===== src/svm_pkg.sv =====
// ----------------------------------------------------------------------------
// svm_pkg
// Shared types and constants of the supply voltage monitor: field widths,
// the fixed-point scaling constants, register codes and control structs.
// ----------------------------------------------------------------------------
package svm_pkg;

	localparam int SAMPLE_W  = 12;
	localparam int MV_W      = 16;
	localparam int SUM_W     = 16;
	localparam int THR_W     = 16;
	localparam int APB_AW    = 4;
	localparam int APB_DW    = 32;

	localparam int RCP_SHIFT = 20;
	localparam int RCP_W     = RCP_SHIFT + 1;
	localparam int RCP_PROD_W = SUM_W + RCP_W;
	localparam int CHK_W     = 21;

	localparam int SCALED_W  = 28;
	localparam int MV_SCALE  = 56100;
	localparam int MV_ROUND  = 2048;
	localparam int MV_FRAC   = 12;
	localparam int MV_OFFSET = 286;

	localparam logic [SAMPLE_W-1:0] RANGE_HIGH_RST = 12'd4000;
	localparam logic [SAMPLE_W-1:0] RANGE_LOW_RST  = 12'd10;
	localparam logic [THR_W-1:0]    LOW_THR_RST    = 16'd0;

	typedef enum logic [1:0] {
		REG_RANGE_HIGH = 2'd0,
		REG_RANGE_LOW  = 2'd1,
		REG_LOW_THR    = 2'd2
	} reg_idx_t;

	typedef struct packed {
		logic [SAMPLE_W-1:0] range_high;
		logic [SAMPLE_W-1:0] range_low;
		logic [THR_W-1:0]    low_thr;
	} cfg_t;

	typedef struct packed {
		logic s3;
		logic s4;
		logic s5;
	} pipe_en_t;

endpackage


===== src/svm_regs.sv =====
// ----------------------------------------------------------------------------
// svm_regs
// APB register file holding the out-of-range window and the low-voltage
// threshold.
// ----------------------------------------------------------------------------
module svm_regs (
	input  logic                          clk,
	input  logic                          arst_n,
	input  logic                          psel,
	input  logic                          penable,
	input  logic                          pwrite,
	input  logic [svm_pkg::APB_AW-1:0]    paddr,
	input  logic [svm_pkg::APB_DW-1:0]    pwdata,
	output logic [svm_pkg::APB_DW-1:0]    prdata,
	output logic                          pready,
	output svm_pkg::cfg_t                 cfg
);

	svm_pkg::cfg_t     cfg_q;
	svm_pkg::reg_idx_t idx;
	logic              wr;

	assign idx    = svm_pkg::reg_idx_t'(paddr[3:2]);
	assign wr     = psel && penable && pwrite;
	assign pready = 1'b1;
	assign cfg    = cfg_q;

	always_ff @(posedge clk or negedge arst_n) begin
		if (!arst_n) begin
			cfg_q.range_high <= svm_pkg::RANGE_HIGH_RST;
			cfg_q.range_low  <= svm_pkg::RANGE_LOW_RST;
			cfg_q.low_thr    <= svm_pkg::LOW_THR_RST;
		end else if (wr) begin
			unique case (idx)
				svm_pkg::REG_RANGE_HIGH: cfg_q.range_high <= pwdata[svm_pkg::SAMPLE_W-1:0];
				svm_pkg::REG_RANGE_LOW:  cfg_q.range_low  <= pwdata[svm_pkg::SAMPLE_W-1:0];
				svm_pkg::REG_LOW_THR:    cfg_q.low_thr    <= pwdata[svm_pkg::THR_W-1:0];
				default: begin
				end
			endcase
		end
	end

	always_comb begin
		unique case (idx)
			svm_pkg::REG_RANGE_HIGH: prdata = svm_pkg::APB_DW'(cfg_q.range_high);
			svm_pkg::REG_RANGE_LOW:  prdata = svm_pkg::APB_DW'(cfg_q.range_low);
			svm_pkg::REG_LOW_THR:    prdata = svm_pkg::APB_DW'(cfg_q.low_thr);
			default:                 prdata = '0;
		endcase
	end

endmodule


===== src/svm_ring.sv =====
// ----------------------------------------------------------------------------
// svm_ring
// Sample ring memory with registered read, per-entry valid bits
// that make unwritten entries read as zero, and write-to-read forwarding.
// ----------------------------------------------------------------------------
module svm_ring #(
	parameter int WINDOW = 10,
	parameter int SLOT_W = 4
) (
	input  logic                          clk,
	input  logic                          arst_n,
	input  logic                          rd_en,
	input  logic [SLOT_W-1:0]             rd_addr,
	input  logic                          wr_en,
	input  logic [SLOT_W-1:0]             wr_addr,
	input  logic [svm_pkg::SAMPLE_W-1:0]  wr_data,
	output logic [svm_pkg::SAMPLE_W-1:0]  old_data
);

	logic [svm_pkg::SAMPLE_W-1:0] mem [WINDOW];
	logic [WINDOW-1:0]            vld_q;
	logic [svm_pkg::SAMPLE_W-1:0] rdata_q;
	logic [svm_pkg::SAMPLE_W-1:0] fdata_q;
	logic                         rvld_q;
	logic                         fwd_q;

	always_ff @(posedge clk) begin
		if (wr_en) begin
			mem[wr_addr] <= wr_data;
		end
		if (rd_en) begin
			rdata_q <= mem[rd_addr];
			fdata_q <= wr_data;
		end
	end

	always_ff @(posedge clk or negedge arst_n) begin
		if (!arst_n) begin
			vld_q  <= '0;
			rvld_q <= 1'b0;
			fwd_q  <= 1'b0;
		end else begin
			if (wr_en) begin
				vld_q[wr_addr] <= 1'b1;
			end
			if (rd_en) begin
				rvld_q <= vld_q[rd_addr];
				fwd_q  <= wr_en && (wr_addr == rd_addr);
			end
		end
	end

	assign old_data = fwd_q ? fdata_q : (rvld_q ? rdata_q : '0);

endmodule


===== src/svm_scale.sv =====
// ----------------------------------------------------------------------------
// svm_scale
// Divides the window sum by the window length through a reciprocal multiply
// with one correction step, then multiplies the mean by the millivolt scale.
// ----------------------------------------------------------------------------
module svm_scale #(
	parameter int WINDOW = 10
) (
	input  logic                          clk,
	input  svm_pkg::pipe_en_t             en,
	input  logic [svm_pkg::SUM_W-1:0]     sum_s2,
	output logic [svm_pkg::SCALED_W-1:0]  scaled_s5
);

	localparam logic [svm_pkg::RCP_W-1:0] Rcp =
		svm_pkg::RCP_W'((64'd1 << svm_pkg::RCP_SHIFT) / WINDOW);

	logic [svm_pkg::RCP_PROD_W-1:0] prod_s3;
	logic [svm_pkg::SUM_W-1:0]      sum_s3;
	logic [svm_pkg::SAMPLE_W-1:0]   mean_s4;
	logic [svm_pkg::SUM_W-1:0]      q0;
	logic [svm_pkg::CHK_W-1:0]      qw;
	logic [svm_pkg::CHK_W-1:0]      rem;
	logic [svm_pkg::SUM_W-1:0]      mean;

	assign q0   = prod_s3[svm_pkg::RCP_SHIFT +: svm_pkg::SUM_W];
	assign qw   = svm_pkg::CHK_W'(q0) * svm_pkg::CHK_W'(WINDOW);
	assign rem  = svm_pkg::CHK_W'(sum_s3) - qw;
	assign mean = (rem >= svm_pkg::CHK_W'(WINDOW)) ? q0 + 1'b1 : q0;

	always_ff @(posedge clk) begin
		if (en.s3) begin
			prod_s3 <= svm_pkg::RCP_PROD_W'(sum_s2) * svm_pkg::RCP_PROD_W'(Rcp);
			sum_s3  <= sum_s2;
		end
		if (en.s4) begin
			mean_s4 <= mean[svm_pkg::SAMPLE_W-1:0];
		end
		if (en.s5) begin
			scaled_s5 <= svm_pkg::SCALED_W'(mean_s4)
				* svm_pkg::SCALED_W'(svm_pkg::MV_SCALE);
		end
	end

endmodule


===== src/supply_voltage_monitor.sv =====
// ----------------------------------------------------------------------------
// supply_voltage_monitor
// Throughput: one item per cycle while the output is not stalled; the ring memory is read on accept and
// written back as the item leaves the first stage, with forwarding between the two.
// Reset clears the registers to their defaults, the ring valid bits, the
// running sum, the write slot and the held result; no clearing pass is needed.
// ----------------------------------------------------------------------------
module supply_voltage_monitor #(
	parameter int WINDOW = 10
) (
	input  logic                          clk,
	input  logic                          arst_n,
	input  logic                          psel,
	input  logic                          penable,
	input  logic                          pwrite,
	input  logic [svm_pkg::APB_AW-1:0]    paddr,
	input  logic [svm_pkg::APB_DW-1:0]    pwdata,
	output logic [svm_pkg::APB_DW-1:0]    prdata,
	output logic                          pready,
	input  logic                          in_valid,
	output logic                          in_stall,
	input  logic                          sample_ready,
	input  logic [svm_pkg::SAMPLE_W-1:0]  sample,
	output logic                          out_valid,
	input  logic                          out_stall,
	output logic [svm_pkg::MV_W-1:0]      voltage_mv,
	output logic                          low_voltage,
	output logic                          out_of_range,
	output logic                          timed_out
);

	localparam int SlotW = (WINDOW > 1) ? $clog2(WINDOW) : 1;

	svm_pkg::cfg_t     cfg;
	svm_pkg::pipe_en_t en;

	logic acc;
	logic v1_q, v2_q, v3_q, v4_q, v5_q, out_valid_q;
	logic leave1, leave2, leave3, leave4, leave5;
	logic can1, can2, can3, can4, can5, can_out;

	logic [SlotW-1:0]             wslot_q;
	logic [svm_pkg::SUM_W-1:0]    sum_q;
	logic [svm_pkg::SUM_W-1:0]    sum_new;
	logic [svm_pkg::SAMPLE_W-1:0] old_data;
	logic                         wr_en;

	logic                         rdy_s1, rng_s1;
	logic [svm_pkg::SAMPLE_W-1:0] smp_s1;
	logic [SlotW-1:0]             slot_s1;
	logic                         rdy_s2, rng_s2;
	logic [svm_pkg::SUM_W-1:0]    sum_s2;
	logic                         rdy_s3, rng_s3, rdy_s4, rng_s4, rdy_s5, rng_s5;
	logic [svm_pkg::SCALED_W-1:0] scaled_s5;
	logic [svm_pkg::SCALED_W-1:0] rounded;
	logic [svm_pkg::MV_W:0]       mv_wide;
	logic [svm_pkg::MV_W-1:0]     mv;

	logic [svm_pkg::MV_W-1:0]     volt_q;
	logic                         low_q, rng_q, tmo_q;

	svm_regs u_regs (
		.clk     (clk),
		.arst_n  (arst_n),
		.psel    (psel),
		.penable (penable),
		.pwrite  (pwrite),
		.paddr   (paddr),
		.pwdata  (pwdata),
		.prdata  (prdata),
		.pready  (pready),
		.cfg     (cfg)
	);

	assign can_out = !out_valid_q || !out_stall;
	assign leave5  = v5_q && can_out;
	assign can5    = !v5_q || leave5;
	assign leave4  = v4_q && can5;
	assign can4    = !v4_q || leave4;
	assign leave3  = v3_q && can4;
	assign can3    = !v3_q || leave3;
	assign leave2  = v2_q && can3;
	assign can2    = !v2_q || leave2;
	assign leave1  = v1_q && can2;
	assign can1    = !v1_q || leave1;
	assign in_stall = !can1;
	assign acc     = in_valid && can1;

	assign wr_en   = leave1 && rdy_s1;
	assign sum_new = sum_q - svm_pkg::SUM_W'(old_data) + svm_pkg::SUM_W'(smp_s1);

	svm_ring #(
		.WINDOW (WINDOW),
		.SLOT_W (SlotW)
	) u_ring (
		.clk      (clk),
		.arst_n   (arst_n),
		.rd_en    (acc),
		.rd_addr  (wslot_q),
		.wr_en    (wr_en),
		.wr_addr  (slot_s1),
		.wr_data  (smp_s1),
		.old_data (old_data)
	);

	assign en.s3 = leave2;
	assign en.s4 = leave3;
	assign en.s5 = leave4;

	svm_scale #(
		.WINDOW (WINDOW)
	) u_scale (
		.clk       (clk),
		.en        (en),
		.sum_s2    (sum_s2),
		.scaled_s5 (scaled_s5)
	);

	assign rounded = scaled_s5 + svm_pkg::SCALED_W'(svm_pkg::MV_ROUND);
	assign mv_wide = (svm_pkg::MV_W+1)'(rounded >> svm_pkg::MV_FRAC)
		+ (svm_pkg::MV_W+1)'(svm_pkg::MV_OFFSET);
	assign mv      = mv_wide[svm_pkg::MV_W-1:0];

	always_ff @(posedge clk or negedge arst_n) begin
		if (!arst_n) begin
			v1_q        <= 1'b0;
			v2_q        <= 1'b0;
			v3_q        <= 1'b0;
			v4_q        <= 1'b0;
			v5_q        <= 1'b0;
			out_valid_q <= 1'b0;
			wslot_q     <= '0;
			sum_q       <= '0;
			volt_q      <= '0;
			low_q       <= 1'b0;
			rng_q       <= 1'b0;
			tmo_q       <= 1'b0;
		end else begin
			v1_q        <= acc    || (v1_q && !leave1);
			v2_q        <= leave1 || (v2_q && !leave2);
			v3_q        <= leave2 || (v3_q && !leave3);
			v4_q        <= leave3 || (v4_q && !leave4);
			v5_q        <= leave4 || (v5_q && !leave5);
			out_valid_q <= leave5 || (out_valid_q && out_stall);
			if (acc && sample_ready) begin
				wslot_q <= (wslot_q == SlotW'(WINDOW - 1)) ? '0 : wslot_q + 1'b1;
			end
			if (wr_en) begin
				sum_q <= sum_new;
			end
			if (leave5) begin
				if (rdy_s5) begin
					volt_q <= mv;
					low_q  <= mv < cfg.low_thr;
					rng_q  <= rng_s5;
					tmo_q  <= 1'b0;
				end else begin
					tmo_q  <= 1'b1;
				end
			end
		end
	end

	always_ff @(posedge clk) begin
		if (acc) begin
			rdy_s1  <= sample_ready;
			smp_s1  <= sample;
			slot_s1 <= wslot_q;
			rng_s1  <= (sample > cfg.range_high) || (sample < cfg.range_low);
		end
		if (leave1) begin
			rdy_s2 <= rdy_s1;
			rng_s2 <= rng_s1;
			sum_s2 <= sum_new;
		end
		if (leave2) begin
			rdy_s3 <= rdy_s2;
			rng_s3 <= rng_s2;
		end
		if (leave3) begin
			rdy_s4 <= rdy_s3;
			rng_s4 <= rng_s3;
		end
		if (leave4) begin
			rdy_s5 <= rdy_s4;
			rng_s5 <= rng_s4;
		end
	end

	assign out_valid    = out_valid_q;
	assign voltage_mv   = volt_q;
	assign low_voltage  = low_q;
	assign out_of_range = rng_q;
	assign timed_out    = tmo_q;

endmodule


===== config.mk =====
export PLATFORM = sky130hd
export DESIGN_NAME = supply_voltage_monitor
export DESIGN_NICKNAME = d
export VERILOG_FILES = /design/src/svm_pkg.sv /design/src/svm_regs.sv /design/src/svm_ring.sv /design/src/svm_scale.sv /design/src/supply_voltage_monitor.sv
export SDC_FILE = /design/constraint.sdc
export NUM_CORES = 1
export LEC_CHECK = 0
export BUFFER_PORTS_ARGS = -buffer_cell sky130_fd_sc_hd__buf_4
export CAP_MARGIN = 20
export CORE_UTILIZATION = 43
export CTS_BUF_LIST = sky130_fd_sc_hd__clkbuf_8 sky130_fd_sc_hd__clkbuf_16
export DETAILED_ROUTE_END_ITERATION = 7
export GPL_TIMING_DRIVEN = 1
export PLACE_DENSITY = 0.69
export SLEW_MARGIN = 40
export SYNTH_ARGS = -nofsm -noshare
export SYNTH_HDL_FRONTEND = slang
export SYNTH_HIERARCHICAL = 1
export SYNTH_SLANG_ARGS = --single-unit
export TNS_END_PERCENT = 1

===== constraint.sdc =====
create_clock -name clk -period 11 [get_ports clk]
set_clock_uncertainty 0.1 [all_clocks]
set_input_delay 1.1 -clock clk [delete_from_list [all_inputs] [get_ports clk]]
set_output_delay 1.1 -clock clk [all_outputs]
set_load 0.05 [all_outputs]

==> impl_metrics.toml, run 1 <==
[placement]
place_worst_setup_slack_ps = 4420
routabilityCongestion = 0.880
portBuffers = 74
dpl.hpwl_um = 37400

[grt]
grt.total_usage = 0.180
grt_pass1_vias = 15500
antenna_found_initial = 0
grt_pass1_wl_um = 81200
grt_max_degree = 58
grt_overflow_total = 0

[worst_setup_path]
cp_top_family = "adder cells"
r2r_cells = 20
r2r_slack_ps = 4420
criticalPathCategory = "register to register"
arrival_ps = 6760
cpMostUsedCell = "fa_1"
cp_max_fo = 5
slowest_delay_ps = 630
crit_buf_inv = 4
worstPathRequired_ps = 11180
cp_cell_sequence = "inv_1, ha_1, fa_1, fa_1, inv_1, fa_1, fa_1, inv_1, fa_1, inv_1, ha_1, nand4_1, nor2_1, a221oi_1, a21oi_1, a221o_1, a2111oi_0, o31ai_1, a21oi_1, xnor2_1"
critPathLaunchType = "register"
worstReg2RegEnd = "u_scale/prod_s3[31]$_DFFE_PP_"
cp_num_cells = 20
r2r_start = "sum_s2[5]$_DFFE_PP_"
critPathSlowestCell = "a2111oi_0"
endpoint_kind = "register"

[clocking]
clock_sinks = 340
hold_buffers = 0
cts_root_buf = "clkbuf_16"
cts_resized = 0
cts_tree = "done"
cts_buffers = 37
insertion_delay_ps = 540
h-tree-depth = 2
cts_buffer_depth = 3
post_cts_buffers = 0
path_clk_slew_ps = 60

[route]
wl_um = 49200
antenna_left = 0
dr.pass1.iters = 7
drc = 0
vias = 14800
vias_per_cell = 5.32
drt_iter0_drc = 889
wl_per_cell_um = 17.7

[min_path]
hold_end = "rng_s3$_DFFE_PP_"
hp-start = "rng_s2$_DFFE_PP_"
hold_path_depth = 0
worst_hold_path_type = "register to register"

[sta]
setup_ws_ps = 4420
tightest_slew_ps = 828
maxSlewHeadroom = 0.448
hold_viol = 0
period_needed_ps = 6580
drv_slew = 0
fmax_mhz = 152
finalCritPeriodShare = 0.598
rsz0062_at_grt = "no"
tns_ps = 0
finalSetupViolations = 0

[cells_and_area]
n_fill_cell = 4729
finalNetCount = 2521
utilization = 0.483
syn_to_final_growth_pct = 10.6
final_layout_size_suffix_gt1_frac = 0.143
diodes = 0

[synth]
yosys_warnings = 6
netlist_instances = 1969
syn-cell-area_mm2 = 0.0237
avgSynthCellArea_um2 = 12.0

[floorplan]
row_count = 85
die_height_um = 237
coreArea_mm2 = 0.0541
die_w_um = 237
ios = 110
start_util = 0.437
dieArea_mm2 = 0.0559

[run]
drv_cap = 0

[run_status]
status = "finished clean"
## final cells by class
cell class | instances | area [µm²] | share of cell area
clock buffers | 37 | 926 | 0.0354
clock inverters | 31 | 265 | 0.0101
inverters | 318 | 1190 | 0.0457
multi-input cells | 1272 | 12500 | 0.477
flip-flops and latches | 340 | 9740 | 0.372
well taps | 696 | 871 | 0.0333
repair buffers | 91 | 691 | 0.0264
## registers in the layout, indices dropped and copies added (netlist names), 4 cells and up
signal and flops:
slot_s1 4, smp_s1 12, sum_q 16, sum_s2 16
u_regs/cfg 40, u_ring/fdata_q 12, u_ring/mem 120, u_ring/rdata_q 12
u_ring/vld_q 10, u_scale/mean_s4 12, u_scale/prod_s3 13, u_scale/scaled_s5 17
u_scale/sum_s3 15, voltage_mv 16, wslot_q 4
## cells in the final DEF (no fill, tap or decap), drive strengths merged, types with 23 or more instances in the layout
cell	n
buf	91
xnor2	62
inv	328
clkbuf	37
edfxtp	243
nor2	58
nand2b	40
nor3	23
ha	281
a21oi	69
nand3	32
mux4	25
o21ai	63
nand2	71
fa	124
xor2	40
dfrtp	89
a21o	31
mux2	70
## worst reg2reg max path: cells and delay by family, from the launching register on
kind	cells	cell delay, ps
DFF	1	490
adders and majority gates	7	3300
buffers and inverters	4	230
AOI/OAI and AO/OA	6	2000
and+or+nand+nor	2	130
xor gates and xnor gates	1	80
## per-stage QoR
step / std cells / cell area, µm² / hold WS [ps]
global placement: 2716 / 24900 / 301
global route: 2785 / 26100 / 324
floorplan: 1984 / 23700 / 300
finish: 2785 / 26100 / 316
detailed placement: 2717 / 25000 / 305
CTS: 2785 / 26100 / 318
## metal layers
layer  share of wire  global-route usage  wire [µm]  vias to the layer above
met3           0.040              0.0256       1960                       75
met2            0.49               0.306      24300                      271
met4           0.021              0.0443       1020                        0
met5               0                   0          0                        -
met1            0.45               0.242      21900                     7393
li1                -                   -          -                     7076
## how the worst max path moves through the flow
stage | slack, ps | start | endpoint
finish | 4420 | sum_s2[5]$_DFFE_PP_ | u_scale/prod_s3[31]$_DFFE_PP_
global route | 3970 | sum_s2[5]$_DFFE_PP_ | u_scale/prod_s3[31]$_DFFE_PP_
CTS | 4400 | sum_s2[5]$_DFFE_PP_ | u_scale/prod_s3[31]$_DFFE_PP_
detailed placement | 4420 | sum_s2[5]$_DFFE_PP_ | u_scale/prod_s3[31]$_DFFE_PP_
global placement | 4460 | sum_s2[5]$_DFFE_PP_ | u_scale/prod_s3[31]$_DFFE_PP_
floorplan | 5070 | sum_s2[5]$_DFFE_PP_ | u_scale/prod_s3[31]$_DFFE_PP_
Power of run 1 is not shown: default switching activity piles up to over one toggle a cycle in this logic, so the estimate is an artifact.
==> inputs of run 2 (changes only) <==
Clock period 11 ns to 6.67 ns, I/O delays scaled along.
==> run 2 against run 1 <==
Count of clock-buffer cells in the layout is 1 higher. Setup slack worse by 4000 ps. First-iteration DRC count is 7.5% higher. Wire length is 0.50% higher. Critical path depth is 2 lower. Final cell count hardly changed. Critical path type unchanged. Critical endpoint is now u_scale/prod_s3[32]$_DFFE_PP_. Largest cell class unchanged.
==> impl_metrics.toml, run 2 (same netlist as run 1, synthesis figures left out) <==
[floorplan]
die_height_um = 237
die_w_um = 237
ios = 110
row_count = 85
coreArea_mm2 = 0.0541
dieArea_mm2 = 0.0559
start_util = 0.437

[route]
drc = 0
vias = 14800
drt_iter0_drc = 956
vias_per_cell = 5.31
dr.pass1.iters = 5
wl_um = 49400
antenna_left = 0
wl_per_cell_um = 17.7

[sta]
period_needed_ps = 6220
rsz0062_at_grt = "no"
hold_viol = 0
finalSetupViolations = 0
drv_slew = 0
finalCritPeriodShare = 0.933
maxSlewHeadroom = 0.426
fmax_mhz = 161
setup_ws_ps = 449
tightest_slew_ps = 858
tns_ps = 0
timing.hold.ws_ps = 39.5

[placement]
place_worst_setup_slack_ps = 224
routabilityCongestion = 0.880
portBuffers = 74
dpl.hpwl_um = 37400
dpl_cell_area_mm2 = 0.0249

[worst_setup_path]
critPathLaunchType = "register"
critPathSlowestCell = "fa_1"
cp_top_family = "adder cells"
crit_buf_inv = 2
cp_cell_sequence = "inv_1, ha_1, fa_1, fa_1, fa_1, fa_1, fa_1, inv_1, ha_1, a21o_1, a211o_1, o22ai_1, a21oi_1, a221o_1, a211o_1, a21oi_1, o21ai_0, xnor2_1"
cpMostUsedCell = "fa_1"
slowest_delay_ps = 600
worstPathRequired_ps = 6840
criticalPathCategory = "register to register"
arrival_ps = 6390
cp_max_fo = 5
endpoint_kind = "register"

[grt]
grt.total_usage = 0.181
grt_max_degree = 58
grt_overflow_total = 0
grt_pass1_wl_um = 81200
grt_pass1_vias = 15400
antenna_found_initial = 0

[clocking]
path_clk_slew_ps = 60
post_cts_buffers = 0
cts_buffers = 37
insertion_delay_ps = 540
h-tree-depth = 2
clock_sinks = 340
cts_buffer_depth = 3
cts_tree = "done"
cts_root_buf = "clkbuf_16"

[run]
drv_cap = 0

[cells_and_area]
final_common_cell = "inv_1"
top_register = "u_ring/mem"
final_area_mm2 = 0.0262
final_layout_size_suffix_gt1_frac = 0.152
n_fill_cell = 4688
finalNetCount = 2523
syn_to_final_growth_pct = 10.8
layout_common_cells = "321 x inv_1, 281 x ha_1, 243 x edfxtp_1"
diodes = 0
largest_register_ff_count = 120

[run_status]
status = "finished clean"

[min_path]
worst_hold_path_type = "input port to async pin"
run 2: changes by cell type in the layout (fill, tap and decap cells not counted), moves of 3 or more:
cell	delta
clkinv_2	+12
nor2_4	-3
clkinv_1	-8
buf_4	+3
inv_1	-6
run 2: repair_timing:
action,in CTS,in global routing
hold buffers,0,0
resized for setup,0,2
hold endpoints to repair,0,0
setup endpoints to repair,0,3
run 2: path summary, 6_finish.rpt:
kind	from	to	slack, ps	cells after the start
max	sum_s2[8]$_DFFE_PP_	u_scale/prod_s3[32]$_DFFE_PP_	450	18
min reg2reg	rdy_s4$_DFFE_PP_	rdy_s5$_DFFE_PP_	310	0
max reg2reg	sum_s2[8]$_DFFE_PP_	u_scale/prod_s3[32]$_DFFE_PP_	450	18
min	arst_n	voltage_mv[14]$_DFFE_PN0P_	40	1
max in group asynchronous	arst_n	wslot_q[3]$_DFFE_PN0P_	5260	2
min in group clk	sample[11]	smp_s1[11]$_DFFE_PP_	260	1
run 2: through the flow:
| step | util | cells |
|---|---|---|
| after CTS | 0.484 | 2787 |
| after global placement | 0.460 | 2719 |
| after floorplan | - | 1984 |
| after detailed placement | 0.461 | 2719 |
| final | 0.484 | 2787 |
| after global routing | 0.484 | 2787 |
run 2: area by class of cell:
cell class	count	area, µm²	area share
multi-input cells	1272	12500	0.476
flip-flops and latches	340	9740	0.372
inverters	318	1190	0.0456
clock buffers	38	951	0.0363
well taps	696	871	0.0332
repair buffers	93	702	0.0268
clock inverters	30	284	0.0108
run 2: worst register-to-register path, cell delays in order (launching register included):
cell	delay [ps]
edfxtp_1	520
inv_1	80
ha_1	340
fa_1	600
fa_1	470
fa_1	460
fa_1	490
fa_1	540
inv_1	50
ha_1	200
a21o_1	180
a211o_1	310
o22ai_1	160
a21oi_1	110
a221o_1	460
a211o_1	320
a21oi_1	270
o21ai_0	150
xnor2_1	140
run 2: routing by layer:
metal  wire (µm)  vias to the layer above  GRT usage  part of all wire
met5           0                        -          0                 0
met4        1110                        0     0.0447             0.022
met3        2110                       69     0.0242             0.043
met2       24000                      269      0.307              0.49
met1       22200                     7355      0.244              0.45
li1            -                     7099          -                 -
Power of run 2 is left out for the same reason.
